--- src/rtl/bbd_pkg.sv ---
// ---------------------------------------------------------------------------
// bbd_pkg
// Shared types and constants for the button bank debouncer.
// ---------------------------------------------------------------------------
package bbd_pkg;

	localparam int NUM_BUTTONS = 8;
	// lanes past the 8-bit pin/mask fields still need padded vectors
	localparam int WIDE_W      = (NUM_BUTTONS > 8) ? NUM_BUTTONS : 8;
	localparam int CNT_W       = $clog2(NUM_BUTTONS + 1);

	localparam int ADDR_W      = 4;
	localparam int DATA_W      = 32;

	typedef enum logic [1:0] {
		ACT_TICK     = 2'd0,
		ACT_EDGE     = 2'd1,
		ACT_PRESSES  = 2'd2,
		ACT_RELEASES = 2'd3
	} action_t;

	typedef enum logic [1:0] {
		MODE_RISING  = 2'd0,
		MODE_FALLING = 2'd1,
		MODE_CHANGE  = 2'd2,
		MODE_NONE    = 2'd3
	} mode_t;

	typedef enum logic [1:0] {
		REG_BUTTON_COUNT  = 2'd0,
		REG_SETTLE_TICKS  = 2'd1,
		REG_TRIGGER_MODES = 2'd2,
		REG_UNUSED        = 2'd3
	} reg_idx_t;

	typedef struct packed {
		logic [1:0] action;
		logic [7:0] pin_levels;
		logic [2:0] button_index;
	} in_item_t;

	typedef struct packed {
		logic [3:0] event_count;
		logic [7:0] event_mask;
	} out_item_t;

	// per-lane request for one accepted item
	typedef struct packed {
		logic    take;
		action_t action;
		logic    pin;
		logic    en;
		logic    edge_sel;
	} lane_req_t;

endpackage

--- src/rtl/bbd_lane.sv ---
// ---------------------------------------------------------------------------
// bbd_lane
// Settle counter, stable level and latched press/release flags for one button.
// ---------------------------------------------------------------------------
module bbd_lane
	import bbd_pkg::*;
(
	input  logic      clk,
	input  logic      arst_n,
	input  lane_req_t req,
	input  logic [7:0] settle_ticks,
	input  mode_t     mode,
	output logic      hit
);

	logic       idle_q;
	logic [7:0] cnt_q;
	logic       stable_q;
	logic       press_q;
	logic       release_q;

	logic differs;
	logic qual_press;
	logic qual_release;

	assign differs      = (stable_q != req.pin);
	assign qual_press   = (mode == MODE_CHANGE) || (mode == MODE_FALLING);
	assign qual_release = (mode == MODE_CHANGE) || (mode == MODE_RISING);

	always_comb begin
		hit = 1'b0;
		if (req.en) begin
			unique case (req.action)
				ACT_PRESSES:  hit = press_q && qual_press;
				ACT_RELEASES: hit = release_q && qual_release;
				default:      hit = 1'b0;
			endcase
		end
	end

	always_ff @(posedge clk or negedge arst_n) begin
		if (!arst_n) begin
			idle_q    <= 1'b1;
			cnt_q     <= '0;
			stable_q  <= 1'b1;
			press_q   <= 1'b0;
			release_q <= 1'b0;
		end else if (req.take && req.en) begin
			unique case (req.action)
				ACT_TICK: begin
					if (idle_q) begin
						if (differs) begin
							idle_q <= 1'b0;
							cnt_q  <= settle_ticks;
						end
					end else if (cnt_q != '0) begin
						cnt_q <= cnt_q - 8'd1;
					end else begin
						idle_q <= 1'b1;
						if (differs) begin
							// high to low is a press on a pulled-up button
							if (stable_q) press_q <= 1'b1;
							else release_q <= 1'b1;
							stable_q <= req.pin;
						end
					end
				end
				ACT_EDGE: begin
					if (req.edge_sel && idle_q && differs) begin
						idle_q <= 1'b0;
						cnt_q  <= settle_ticks;
					end
				end
				ACT_PRESSES:  press_q   <= 1'b0;
				ACT_RELEASES: release_q <= 1'b0;
				default: ;
			endcase
		end
	end

endmodule

--- src/rtl/bbd_merge.sv ---
// ---------------------------------------------------------------------------
// bbd_merge
// Combines lane hits into count and mask, and holds the result register.
// ---------------------------------------------------------------------------
module bbd_merge
	import bbd_pkg::*;
(
	input  logic                   clk,
	input  logic                   arst_n,
	input  logic                   load,
	input  logic [NUM_BUTTONS-1:0] hits,
	output logic                   out_valid,
	input  logic                   out_stall,
	output out_item_t              out_data
);

	logic [CNT_W-1:0]  cnt;
	logic [WIDE_W-1:0] hits_wide;
	logic [3:0]        cnt_sat;
	logic              valid_q;
	out_item_t         data_q;

	always_comb begin
		cnt = '0;
		for (int j = 0; j < NUM_BUTTONS; j++) begin
			cnt = cnt + CNT_W'(hits[j]);
		end
	end

	assign hits_wide = WIDE_W'(hits);
	assign cnt_sat   = (32'(cnt) > 32'd15) ? 4'hF : 4'(cnt);

	always_ff @(posedge clk or negedge arst_n) begin
		if (!arst_n) begin
			valid_q <= 1'b0;
		end else if (load) begin
			valid_q <= 1'b1;
		end else if (!out_stall) begin
			valid_q <= 1'b0;
		end
	end

	always_ff @(posedge clk) begin
		if (load) begin
			data_q.event_count <= cnt_sat;
			data_q.event_mask  <= hits_wide[7:0];
		end
	end

	assign out_valid = valid_q;
	assign out_data  = data_q;

endmodule

--- src/rtl/button_bank_debouncer.sv ---
// ---------------------------------------------------------------------------
// button_bank_debouncer
// Debouncer for a bank of active-low pull-up buttons with collect reporting.
// ---------------------------------------------------------------------------
// One request per clock: every button has its own lane that updates in the
// cycle a request is taken, and the merged count/mask is registered, so the
// result appears in the cycle after the request and a new request is taken each
// cycle unless the result register is full and stalled. Ticks and edge
// requests return a zero result; collects return the qualifying flags.
// Registers (APB, byte address 4*i): button_count, settle_ticks,
// trigger_modes; write them only while the block is idle.
module button_bank_debouncer
	import bbd_pkg::*;
(
	input  logic              clk,
	input  logic              arst_n,
	input  logic              in_valid,
	output logic              in_stall,
	input  in_item_t          in_data,
	output logic              out_valid,
	input  logic              out_stall,
	output out_item_t         out_data,
	input  logic              psel,
	input  logic              penable,
	input  logic              pwrite,
	input  logic [ADDR_W-1:0] paddr,
	input  logic [DATA_W-1:0] pwdata,
	output logic [DATA_W-1:0] prdata,
	output logic              pready
);

	logic [3:0]  button_count_q;
	logic [7:0]  settle_ticks_q;
	logic [15:0] trigger_modes_q;

	logic                   take;
	logic                   cfg_wr;
	reg_idx_t               reg_sel;
	logic [WIDE_W-1:0]      pins_wide;
	logic [NUM_BUTTONS-1:0] hits;

	assign pready  = 1'b1;
	assign cfg_wr  = psel && penable && pwrite && pready;
	assign reg_sel = reg_idx_t'(paddr[3:2]);

	always_ff @(posedge clk or negedge arst_n) begin
		if (!arst_n) begin
			button_count_q  <= 4'd8;
			settle_ticks_q  <= 8'd20;
			trigger_modes_q <= 16'hAAAA;
		end else if (cfg_wr) begin
			unique case (reg_sel)
				REG_BUTTON_COUNT:  button_count_q  <= pwdata[3:0];
				REG_SETTLE_TICKS:  settle_ticks_q  <= pwdata[7:0];
				REG_TRIGGER_MODES: trigger_modes_q <= pwdata[15:0];
				default: ;
			endcase
		end
	end

	always_comb begin
		unique case (reg_sel)
			REG_BUTTON_COUNT:  prdata = DATA_W'(button_count_q);
			REG_SETTLE_TICKS:  prdata = DATA_W'(settle_ticks_q);
			REG_TRIGGER_MODES: prdata = DATA_W'(trigger_modes_q);
			default:           prdata = '0;
		endcase
	end

	// result register frees up the cycle it is taken
	assign in_stall  = out_valid && out_stall;
	assign take      = in_valid && !in_stall;
	assign pins_wide = WIDE_W'(in_data.pin_levels);

	for (genvar i = 0; i < NUM_BUTTONS; i++) begin : g_lane
		lane_req_t req;
		mode_t     mode;

		assign req.take     = take;
		assign req.action   = action_t'(in_data.action);
		assign req.pin      = pins_wide[i];
		assign req.en       = (32'(button_count_q) > i);
		assign req.edge_sel = (32'(in_data.button_index) == i);

		// buttons past the mode register behave as change
		if (i < 8) begin : g_mode
			assign mode = mode_t'(trigger_modes_q[2*i +: 2]);
		end else begin : g_mode_default
			assign mode = MODE_CHANGE;
		end

		bbd_lane u_lane (
			.clk          (clk),
			.arst_n       (arst_n),
			.req          (req),
			.settle_ticks (settle_ticks_q),
			.mode         (mode),
			.hit          (hits[i])
		);
	end

	bbd_merge u_merge (
		.clk       (clk),
		.arst_n    (arst_n),
		.load      (take),
		.hits      (hits),
		.out_valid (out_valid),
		.out_stall (out_stall),
		.out_data  (out_data)
	);

	a_stall_needs_result: assert property (@(posedge clk) disable iff (!arst_n)
		in_stall |-> out_valid)
		else $error("input stalled with no result held");

	a_quiet_actions: assert property (@(posedge clk) disable iff (!arst_n)
		take && (in_data.action == ACT_TICK || in_data.action == ACT_EDGE) |=>
		out_valid && out_data.event_count == 4'd0 && out_data.event_mask == 8'd0)
		else $error("tick or edge request gave a non-zero result");

	a_count_covers_mask: assert property (@(posedge clk) disable iff (!arst_n)
		out_valid |-> 32'(out_data.event_count) >= $countones(out_data.event_mask))
		else $error("event count below number of mask bits");

endmodule
--- config.mk ---
export PLATFORM = sky130hd
export DESIGN_NAME = button_bank_debouncer
export DESIGN_NICKNAME = d
export VERILOG_FILES = /design/src/rtl/bbd_pkg.sv /design/src/rtl/bbd_lane.sv /design/src/rtl/bbd_merge.sv /design/src/rtl/button_bank_debouncer.sv
export SDC_FILE = /design/constraint.sdc
export NUM_CORES = 1
export LEC_CHECK = 0
export ABC_CLOCK_PERIOD_IN_PS = 6800
export BUFFER_PORTS_ARGS = -buffer_cell sky130_fd_sc_hd__buf_4
export CORE_ASPECT_RATIO = 1.25
export CORE_UTILIZATION = 65
export DETAILED_ROUTE_END_ITERATION = 16
export HOLD_SLACK_MARGIN = 0.1
export PLACE_DENSITY = 0.89
export SLEW_MARGIN = 20
export SYNTH_ARGS = -nofsm -noshare
export SYNTH_HDL_FRONTEND = slang
export SYNTH_HIERARCHICAL = 1
export SYNTH_SLANG_ARGS = --single-unit
--- constraint.sdc ---
create_clock -name clk -period 6.8 [get_ports clk]
set_clock_uncertainty 0.05 [all_clocks]
set_input_delay 0.68 -clock clk [delete_from_list [all_inputs] [get_ports clk]]
set_output_delay 0.68 -clock clk [all_outputs]
set_load 0.01 [all_outputs]
# After elaboration in Yosys (flattened, before gate mapping)

Cells that the tools add are included.

Register bits after elaboration: 137
Input bits: 56
Output and inout bits: 47

$add $sub $neg: 15
$lt $le $gt $ge: 8
Equal/unequal tests: 101
Muxes and demuxes: 179
Bitwise logic cells: 16
Reductions and logical operators: 126

Operators with widths:

| kind                  | count |
|---|---|
| $mux W8               | 32 |
| $pmux W8 S2           | 8 |
| $mux W1               | 106 |
| $reduce_and A6 Y1     | 16 |
| $reduce_and A5 Y1     | 16 |
| $pmux W1 S2           | 32 |
| $reduce_bool A8 Y1    | 8 |
| $sub A8 B1 Y8 const B | 8 |
| $ne A2 B1 Y1 const B  | 25 |
| $ne A2 B2 Y1 const B  | 24 |
| $pmux W16 S3          | 1 |
| $logic_and A1 B1 Y1   | 44 |
| $add A4 B1 Y4         | 6 |
| $ne A3 B1 Y1 const B  | 8 |
| $ne A3 B3 Y1 const B  | 8 |
| $reduce_and A3 Y1     | 8 |
| $eq A2 B2 Y1 const B  | 11 |
| $eq A2 B1 Y1 const B  | 10 |
| $logic_not A2 Y1      | 10 |
| $gt A4 B3 Y1 const B  | 4 |
| $logic_or A1 B1 Y1    | 16 |
| $not A1 Y1            | 16 |
| $eq A3 B3 Y1 const B  | 4 |
| $gt A4 B1 Y1 const B  | 2 |
| other kinds (9)       | 22 |

# Logic depth before layout (Yosys ltp)

Gate-level depths: netlist of the first run.

Depth in word-level cells: 12
Mapped depth: 14

# Hierarchy

Netlist of the first run, hierarchy kept.

Modules (own cells, without submodules):

| module                           | times used | cells an instance | area an instance (sq um) | seq. area each (sq um) |
|---|---|---|---|---|
| bbd_lane at g_lane[0].u_lane ... | 5          | 95                | 897.1                    | 302.8 |
| bbd_lane at g_lane[6].u_lane ... | 2          | 95                | 892.1                    | 302.8 |
| button_bank_debouncer            | 1          | 128               | 1574.0                   | 714.4 |
| bbd_lane at g_lane[5].u_lane     | 1          | 90                | 880.8                    | 302.8 |
| bbd_merge                        | 1          | 35                | 571.8                    | 385.4 |

# Worst setup path before layout of the first run

OpenSTA, ideal clock, no wires.

Path kind: reg2reg
From: reg button_count_q[2]
To: reg u_merge.data_q (netlist bit u_merge/out_data[9]) (data pin)
Setup time: 0.250 ns
Arrival: 3.464 ns
Data required time: 6.500 ns
Path slack: 3.036 ns
Stages on the path, launching flop included: 13
Path buffers: 0
Clock period less this slack: 3.764 ns
Path through: dfrtp_1 or3_1 or2_2 and3_1 fa_1 inv_1 fa_1 fa_1 inv_1 ha_1 inv_1 fa_1 inv_1

RTL lines:

| item                   | line                        | text |
|---|---|---|
| start, declared        | button_bank_debouncer.sv:32 | `logic [3:0] button_count_q;` |
| start signal, assigned | button_bank_debouncer.sv:53 | `REG_BUTTON_COUNT: button_count_q <= pwdata[3:0];` |
| end, declared          | bbd_merge.sv:21             | `out_item_t data_q;` |

# Worst setup path in the final report of the first run

From: in in_data[11] (netlist name)
To: reg u_merge.data_q (netlist bit u_merge/out_data[10]) (data pin)

Longest elaborated chain between the ends: 10
Elaborated cells between the ends (all ways): 25

Ends and longest elaborated chain:

| item                          | line                        | text |
|---|---|---|
| start, declared               | button_bank_debouncer.sv:19 | `input in_item_t in_data,` |
| $eq A2 B2 Y1                  | bbd_lane.sv:33              | `unique case (req.action)` |
| $pmux W1 S2 *                 | bbd_lane.sv:33              |  |
| $mux W1 *                     | bbd_lane.sv:32              | `if (req.en) begin` |
| net hits[0]                   | button_bank_debouncer.sv:40 | `logic [NUM_BUTTONS-1:0] hits;` |
| $add A1 B1 Y2 *               | bbd_merge.sv:26             | `cnt = cnt + CNT_W'(hits[j]);` |
| $add A4 B1 Y4 * (6 in series) | bbd_merge.sv:26             |  |
| net u_merge.cnt[2]            | bbd_merge.sv:17             | `logic [CNT_W-1:0] cnt;` |

The timed path passes the listed nets; every way through them passes the cells marked *.
A chain may end at the register's enable or synchronous reset.

==> results.md, run 1 <==
- Core Box Area: 0.01387 mm^2
- Critical Path Most Common Cell: fa_1
- # rows: 48
- RSZ-0062 raised after global routing: false
- Crit-path cells: buf_4 > o21ai_0 > and3_1 > fa_1 > inv_1 > fa_1 > fa_1 > inv_1 > ha_1 > inv_1 > fa_1 > xnor2_1
- R2r worst-path depth: 12
- Worst Path Required: 6930 ps
- Initial antenna violation count: 0
- Maximum vdd ir drop: 0.2694 mV
- Routed vias: 8,075
- Max Cap Viol: 0
- Via-per-instance ratio: 6.973
- Final Hold Viols: 0
- FF+latch count, synth: roughly 140
- Layout net count: approximately 1,100
- Post-synthesis sequential area ratio: a little under two fifths
- Detailed-route DRC error count: 0
- Rel. slew slack: between 30% and 40%
- Worst Path Arrival: 4290 ps
- CTS tree: done
- Setup Viol. Count Final: 0
- CTS resizes: 0
- Critical Path End Type: flip-flop
- Distinct cell type count after synthesis: 70
- Clk pin slew, worst setup/hold paths: around 60 ps
- Leakage: 4.202 nW
- Synthesized cell area: between 0.009 and 0.01 mm^2
- First-pass GRT wire length: 39,190 um
- I/O pin cnt: 103
- Vias in the first global route: 7,645
- Layout cells sized above 1: ~23%
- Cell Count, Final, Fillers Out: 1,158
- Pre-CTS setup slack: between 2000 and 2500 ps
- Status: complete, no violations
- Root Driver: clkbuf_16
- Largest stage delay on the critical path: between 500 and 600 ps
- DR pass1 iterations: 5
- EDFF count, synth: 12
- Crit Path Class: input pin to flip-flop
- GPL Wtd Cong: 0.9250
- Initial Utilization: between 60% and 70%
- Power Density: 376.7 mW/mm^2
- H-Tree Depth: 4
- Syn-to-layout area delta: 11.41%
- Global Route Usage Sum: 34.91%
- Final setup TNS: 0 ps
- Worst reg2reg setup slack: 2650 ps
- Setup ws final: roughly 2600 ps
- Post-layout util: 74.66%
- Final WL: 24,580 um
- Asr flop ratio synth: 91.24%
- Mapped Cells: between 900 and 1,000
- Hpwl dp: 15,620 um
- Ys Warns: 6
- Hold_ws: about 340 ps
- Iter 0 DRT Violations: 835
- Die area: 0.01479 mm^2
- Placed Instances: 1,125
- Setup bufs post-CTS: 0
- Clock Sinks: roughly 140
- Tmin final: 4158 ps
- Worst min path class: input pin to asynchronous set/reset pin
- Slowest-stage cell, CP: buf_4
- Max clock buf depth: 2
- Cts hold-fix bufs: 0
- Fmax achieved: 0.2405 GHz
- DRT antenna net count: 0
- Ys flop type: dfrtp_1
- Die Wd: approximately 110 um
- Routed len/inst: 21.23 um
- CTS buffer count: 17
- Total grt overflow: 0
- Worst-margin pin slew: 1029 ps
- Fin. max-slew vios: 0
- Input/output buffers: 67
- Critical Path Fanout Max: 77
- Die Y: 135.7 um
- Largest net degree at the start of global routing: 78
- CP Launch Type: input pin
- Syn_area_per_cell: 10.13 um^2
- Final critical-path share of the clock period: 61.15%
- Clock Latency Late Sink: 440 ps
-- cell type report --
type,count,area (um^2)
multi-input cells,676,5295
well taps,175,219.0
repair buffers,70,525.5
diodes,1,2.502
fillers,931,3516
clock inverters,4,45.04
flip-flops and latches,137,3522
clock buffers,28,496.7
inverters,67,251.5
-- synthesized netlist by cell type (14+ instances only) --
cell type / instances / share of area [%]
nand2_1: 23 / 0.93
o2bb2ai_1: 54 / 5.1
buf_4: 17 / 1.4
or3_1: 16 / 1.1
nor2_1: 26 / 1.0
o22a_1: 14 / 1.3
dfrtp_1: 98 / 26
inv_1: 67 / 2.7
mux2_1: 14 / 1.7
nor3_1: 33 / 1.8
a21oi_1: 17 / 0.92
ha_1: 35 / 4.7
dfstp_2: 27 / 7.6
clkbuf_1: 25 / 1.0
a22oi_1: 23 / 1.9
mux2_2: 21 / 2.5
nor3b_2: 14 / 1.9
nand3_1: 22 / 1.2
or4_4: 14 / 1.7
o211ai_1: 70 / 5.7
o21ai_0: 59 / 3.2
-- final timing paths --
path / from / to
max in group asynchronous: arst_n / g_lane[7].u_lane/cnt_q[3]
worst max-delay path: in_data[11] / u_merge/out_data[10]
min in group clk: pwdata[15] / trigger_modes_q[15]
worst min-delay path: arst_n / g_lane[4].u_lane/cnt_q[5]
worst min register to register: g_lane[1].u_lane/press_q / g_lane[1].u_lane/press_q
worst max register to register: button_count_q[2] / u_merge/out_data[10]
-- flip-flops by register name, summed over array words and instances, names as in the netlist --
register                 count
g_lane.u_lane/cnt_q         64
g_lane.u_lane/release_q      8
trigger_modes_q             16
g_lane.u_lane/idle_q         8
u_merge/out_valid            1
settle_ticks_q               8
g_lane.u_lane/stable_q       8
u_merge/out_data            12
button_count_q               4
g_lane.u_lane/press_q        8
-- critical path: cells and delay by family --
family | cells | cell delay, ps
compound gates | 1 | 290
simple gates | 1 | 280
fa+ha+maj | 5 | 2050
buf+inv | 4 | 790
xor+xnor | 1 | 140
-- stage by stage --
stage                     area [um^2]  power, mW
after floorplan                  9353      2.558
after global placement           9813      2.915
after detailed placement         9813      2.984
after CTS                       10350      3.878
after global routing            10350      4.129
final                           10360      3.902
-- placed cells by master (no fill, tap or decap), drive strengths merged, types with 8 or more instances in the layout --
| master | Yosys | final |
|---|---|---|
| and2 | 9 | 9 |
| nor3b | 20 | 20 |
| dfrtp | 98 | 98 |
| o2bb2ai | 54 | 54 |
| a21oi | 17 | 17 |
| nand3b | 8 | 8 |
| or2 | 11 | 11 |
| conb | 2 | 17 |
| o41a | 8 | 8 |
| nor4 | 8 | 8 |
| or3b | 8 | 8 |
| buf | 28 | 70 |
| ha | 35 | 35 |
| or3 | 16 | 16 |
| o22a | 14 | 14 |
| clkbuf | 25 | 28 |
| and3 | 8 | 8 |
| a21boi | 9 | 9 |
| or4 | 23 | 23 |
| or4b | 8 | 8 |
| nor2 | 26 | 26 |
| inv | 67 | 67 |
| o21ai | 67 | 67 |
| xnor2 | 9 | 9 |
| mux2 | 44 | 44 |
| nand3 | 23 | 23 |
| dfstp | 27 | 27 |
| edfxtp | 12 | 12 |
| nor2b | 12 | 12 |
| a2bb2oi | 9 | 9 |
| nor4b | 8 | 8 |
| a22oi | 23 | 23 |
| nand2 | 23 | 23 |
| o211ai | 70 | 70 |
| nor3 | 33 | 33 |
-- metal layers --
metal	share of wire (%)	GRT usage [%]	routed length [um]
met2	48	55.70	11850
met4	4.5	20.27	1106
met1	39	44.02	9502
met5	0	0	0
met3	8.6	6.445	2123
-- cell families after synthesis --
family	Yosys count	share of synthesized area, %
compound gates	309	25.37
flops	137	37.89
simple gates	254	18.33
fa+ha+maj	39	5.572
mux	48	6.124
buf+inv	120	5.787
other cells	2	0.08078
xor+xnor	9	0.8480
-- where the power goes --
part | total [mW] | switching [mW] | leakage (nW) | internal (mW)
Sequential | 1.52 | 0.401 | 1.68 | 1.12
Combinational | 1.51 | 0.797 | 2.26 | 0.716
Clock | 0.868 | 0.338 | 0.266 | 0.530
(Power assumes the default switching activity.)
==> run 2: changes to the inputs <==
ABC_CLOCK_PERIOD_IN_PS = 4200   (was 6800)
CORE_UTILIZATION = 60   (was 65)
PLACE_DENSITY = 0.83   (was 0.89)
clock period = 4.2 ns   (was 6.8 ns; I/O delays follow)
==> run 2 against run 1 <==
Via count shrank 2.5%. Flip-flop and latch count unchanged. First-iteration DRC count decreased by 15%. Worst setup slack got worse by 2400 ps. Cell area is 0.81% higher. Sequential share of layout area fell by 0.27 points. Count of clock-buffer cells in the layout unchanged. Power is 59% higher. Global-route usage shrank 3.9 points. Critical path depth unchanged. Die area up 8.2%. Cell count up 3.2%.
==> results.md, run 2 (same netlist as run 1, synthesis figures left out) <==
- Final Hold Viols: 0
- GPL Wtd Cong: 0.9291
- Crit Path Class: flip-flop to flip-flop
- Core Box Area: 0.01508 mm^2
- Iter 0 DRT Violations: 710
- Die Y: 141.2 um
- Final setup TNS: 0 ps
- First-pass GRT wire length: 38,650 um
- # rows: 50
- Critical Path Most Common Cell: fa_1
- Fmax achieved: 0.2509 GHz
- Worst min path class: input pin to flip-flop
- Root Driver: clkbuf_16
- DR pass1 iterations: 5
- Status: complete, no violations
- Syn-to-layout area delta: 12.32%
- Largest net degree at the start of global routing: 78
- Global Route Usage Sum: 30.97%
- Final WL: 23,910 um
- Post-DP Area: 0.009877 mm^2
- RSZ-0062 raised after global routing: false
- Layout cells sized above 1: 23.61%
- Design area: 0.01044 mm^2
- Initial Utilization: 61.66%
- Cell Count, Final, Fillers Out: 1,195
- Most frequent cells in the layout: dfrtp_1, buf_4, o211ai_1, inv_1, o21ai_0
- Layout net count: 1,069
- CTS tree: done
- Hold_ws: 162.8 ps
- Die Wd: 113.3 um
- Slowest-stage cell, CP: fa_1
- Final critical-path share of the clock period: 94.89%
- CP Launch Type: flip-flop
- Clock Sinks: 137
- H-Tree Depth: 4
- Routed len/inst: 20.01 um
- Commonest non-fill, non-tap cell in the layout: dfrtp_1
- Input/output buffers: 67
- Tmin final: roughly 4000 ps
- CTS resizes: 0
- Largest delay share family, worst path: adder cells
- Register area: 0.003522 mm^2
- CP Buf/Inv Count: 3
- Rel. slew slack: 27.15%
- Worst Path Required: 4320 ps
- Critical Path End Type: flip-flop
- Clock Latency Late Sink: 420 ps
- Placed Instances: 1,161
- Post-layout util: between 60% and 70%
- ANT cells: 0
- Initial antenna violation count: 0
- Max Cap Viol: 0
- Maximum vdd ir drop: 0.3315 mV
- Setup Viol. Count Final: 0
- Area of the multi-input gates: around 0.0053 mm^2
- Via-per-instance ratio: 6.589
- Largest Register: g_lane.u_lane/cnt_q
- Vias in the first global route: 7,504
- Fin. max-slew vios: 0
- Worst Path Arrival: 4100 ps
- Clk pin slew, worst setup/hold paths: about 60 ps
- I/O pin cnt: 103
- Power Density: 595.3 mW/mm^2
- Cts hold-fix bufs: 0
- DRT antenna net count: 0
- Detailed-route DRC error count: 0
- Max clock buf depth: 2
- CTS buffer count: 17
- Leakage: approximately 4.2 nW
- Critical Path Fanout Max: 9
- Total grt overflow: 0
- Routed vias: 7,874
- Largest register FFs: between 60 and 70
- Crit-path cells: or3_1 > or2_2 > and3_1 > fa_1 > inv_1 > fa_1 > fa_1 > inv_1 > ha_1 > inv_1 > fa_1 > xnor2_1
- Setup bufs post-CTS: 0
- FILL cells: 1,085
- Hpwl dp: roughly 15,000 um
- Largest stage delay on the critical path: 540 ps
- Die area: roughly 0.016 mm^2
- Worst-margin pin slew: roughly 1100 ps
## run 2: changes by cell type in the layout (fill, tap and decap cells not counted), sizes merged
| cell | delta |
|---|---|
| buf | +4 |
| bufinv | -1 |
| clkinv | +1 |
| diode | -1 |
| dlygate4sd3 | +1 |
## run 2: final timing paths
path | start | to | slack (ps) | cells after the start
max | button_count_q[3] | u_merge/out_data[10] | 210 | 12
min | out_stall | u_merge/out_valid | 160 | 2
max reg2reg | button_count_q[3] | u_merge/out_data[10] | 210 | 12
min reg2reg | g_lane[4].u_lane/release_q | g_lane[4].u_lane/release_q | 440 | 1
max in group asynchronous | arst_n | trigger_modes_q[1] | 2710 | 4
min in group asynchronous | arst_n | g_lane[4].u_lane/cnt_q[3] | 400 | 2
## run 2: through the flow
stage / setup slack, ps / power, mW
floorplan: 435.6 / 4.142
global placement: 327.6 / 4.730
detailed placement: 246.1 / 4.805
CTS: 257.3 / 6.181
global route: 91.28 / 6.617
finish: 214.7 / 6.215
## run 2: report_power, final
part,internal (mW),switching (mW),total (mW)
Sequential,1.81,0.645,2.46
Combinational,1.16,1.25,2.41
Clock,0.813,0.537,1.35
## run 2: worst reg2reg max path, delay by kind of cell (launching register included)
kind          cells  cell delay, ps
xor+xnor          1             140
fa+ha+maj         5            1980
buf+inv           3             180
flops             1             410
simple gates      3             960
## run 2: final cells by class
type | instances | share of cell area, %
clock inverter | 4 | 0.1917
tap | 208 | 2.493
multi-input combinational | 676 | 50.71
inverter | 67 | 2.409
sequential | 137 | 33.73
timing repair buffer | 75 | 5.608
clock buffer | 28 | 4.853
## run 2: layer usage
layer,GRT usage [%],wire [um]
met1,38.91,9827
met2,50.05,11360
met3,6.277,1555
met4,16.97,1175
met5,0,0
==> run 3: changes to the inputs <==
REMOVE_ABC_BUFFERS = 1   (was unset)
==> run 3 against run 2 <==
Register-to-register slack worse by 70 ps. Count of clock-buffer cells in the layout shrank 2. Largest cell class unchanged. Highest routed layer unchanged. Worst hold slack gained 6.2 ps. Global-route usage shrank 0.17 points. Fmax decreased by 1.6%. Critical endpoint unchanged. Via count is 0.11% lower. Worst setup slack got worse by 66 ps. Critical path type unchanged.
==> results.md, run 3 (same netlist as run 1, synthesis figures left out) <==
- Status: complete, no violations
- Vias in the first global route: 7,550
- Final setup TNS: 0 ps
- CTS tree: done
- Largest net degree at the start of global routing: 62
- Iter 0 DRT Violations: roughly 770
- Root Driver: clkbuf_16
- Layer with the highest usage: met2
- CTS buffer count: 17
- Most frequent cells in the layout: dfrtp_1, buf_4, o211ai_1, inv_1, o21ai_0
- Detailed-route DRC error count: 0
- Setup bufs post-CTS: 0
- Fmax achieved: 0.2468 GHz
- Hold-critical path endpoint: u_merge/out_valid
- DR pass1 iterations: 6
- GPL Wtd Cong: 0.8659
- Power Density: 592.5 mW/mm^2
- Max clock buf depth: 2
- Tmin final: 4052 ps
- Setup Viol. Count Final: 0
- Cell Count, Final, Fillers Out: about 1,200
- Layout net count: 1,068
- Critical Path Fanout Max: 6
- Die Wd: between 100 and 150 um
- Clock Latency Late Sink: 430 ps
- Die Y: 141.2 um
- RSZ-0062 raised after global routing: false
- Worst-margin pin slew: 983.9 ps
- Die area: roughly 0.016 mm^2
- Cell depth of the worst hold path: 2
- First-pass GRT wire length: approximately 38,000 um
- Routed len/inst: approximately 20 um
- ANT cells: 0
- I/O pin cnt: 103
- DRT antenna net count: 0
- Met1 global-route usage: 39.05%
- H-Tree Depth: 4
- GRT met2 Usage: 50.98%
- CP Launch Type: flip-flop
- Routed vias: 7,865
- GR Util met3: 6.578%
- Worst r2r src: button_count_q[2]
- Worst R2R End: u_merge/out_data[10]
- Critical Path End Type: flip-flop
- Maximum vdd ir drop: 0.3052 mV
- Final Hold Viols: 0
- # rows: 50
- Fin. max-slew vios: 0
- Placed Instances: 1,161
- Max Cap Viol: 0
- Hpwl dp: between 15,000 and 20,000 um
- Min-delay src: out_stall
- FILL cells: 1,162
- Worst Path Arrival: 4180 ps
- Rel. slew slack: 34.34%
- Initial antenna violation count: 0
- Clk pin slew, worst setup/hold paths: 60 ps
- Initial Utilization: 61.66%
- Worst min path class: input pin to flip-flop
- Leakage: about 4.2 nW
- Via-per-instance ratio: between 6 and 7
- Total grt overflow: 0
- Layout cells sized above 1: 23.23%
- Core Box Area: ~0.015 mm^2
- Final critical-path share of the clock period: 96.47%
- Crit Path Class: flip-flop to flip-flop
- Input/output buffers: 67
- Largest register FFs: 64
- Worst Path Required: 4330 ps
- Global Route Usage Sum: 30.79%
- Commonest non-fill, non-tap cell in the layout: dfrtp_1
- Largest Register: g_lane.u_lane/cnt_q
- Syn-to-layout area delta: 11.62%
- Worst reg2reg setup slack: 150 ps
- Final WL: around 24,000 um
- Clock Sinks: approximately 140
- R2r worst-path depth: 12
## run 3: cell count changes in the layout (fill, tap and decap cells not counted)
cell / before / now
clkbuf_8: 4 / 0
clkinv_1: 0 / 2
buf_16: 1 / 0
nor2b_1: 11 / 10
clkbuf_1: 7 / 9
nor2b_2: 1 / 2
## run 3: worst max path at each step
stage                     slack [ps]               from                    to
after global routing              40  button_count_q[2]  u_merge/out_data[10]
after detailed placement         200  button_count_q[3]  u_merge/out_data[10]
after floorplan                  430  button_count_q[3]   u_merge/out_data[9]
after global placement           270  button_count_q[3]   u_merge/out_data[9]
after CTS                        160  button_count_q[3]  u_merge/out_data[10]
final                            150  button_count_q[2]  u_merge/out_data[10]
## run 3: worst max-delay path, stage by stage (launching register included)
cell and delay (ps):
dfrtp_1 430, or3_1 450, or2_2 330, and3_1 210
fa_1 560, inv_1 50, fa_1 510, fa_1 420
inv_1 70, ha_1 160, inv_1 60, fa_1 370
xnor2_1 140
## run 3: area by class of cell
class	instances	area [um^2]	share of cell area, %
multi-input cells	676	5298	51.06
flip-flops and latches	137	3522	33.94
repair buffers	74	558.0	5.378
clock buffers	26	459.2	4.425
well taps	208	260.3	2.508
inverters	67	251.5	2.424
clock inverters	6	27.53	0.2653
## run 3: power by group
group | total, mW | switching, mW | internal [mW]
logic | 2.41 | 1.26 | 1.15
registers | 2.45 | 0.643 | 1.81
clock network | 1.28 | 0.538 | 0.745
## run 3: per-layer routing
metal  vias up  routed length (um)
met5         -                   0
met4         0                 664
met3        57                1521
met2       282               11500
met1      3892                9930
li1       3634                   -
## run 3: repair_timing
item / 4_1_cts / 5_1_grt
endpoints found under the hold margin: 45 / 0
hold buffers: 1 / 0
resized for setup: 0 / 0
## run 3: stage by stage
step	hold WS, ps	total power [mW]	area [um^2]	worst slack, ps	utilization (%)
floorplan	74.41	4.098	9066	433.4	-
global placement	421.4	4.730	9877	268.1	65.51
detailed placement	427.6	4.809	9877	198.1	65.51
CTS	143.7	6.123	10370	159.1	68.81
global route	156.1	6.534	10380	35.72	68.82
finish	168.9	6.148	10380	148.3	68.82
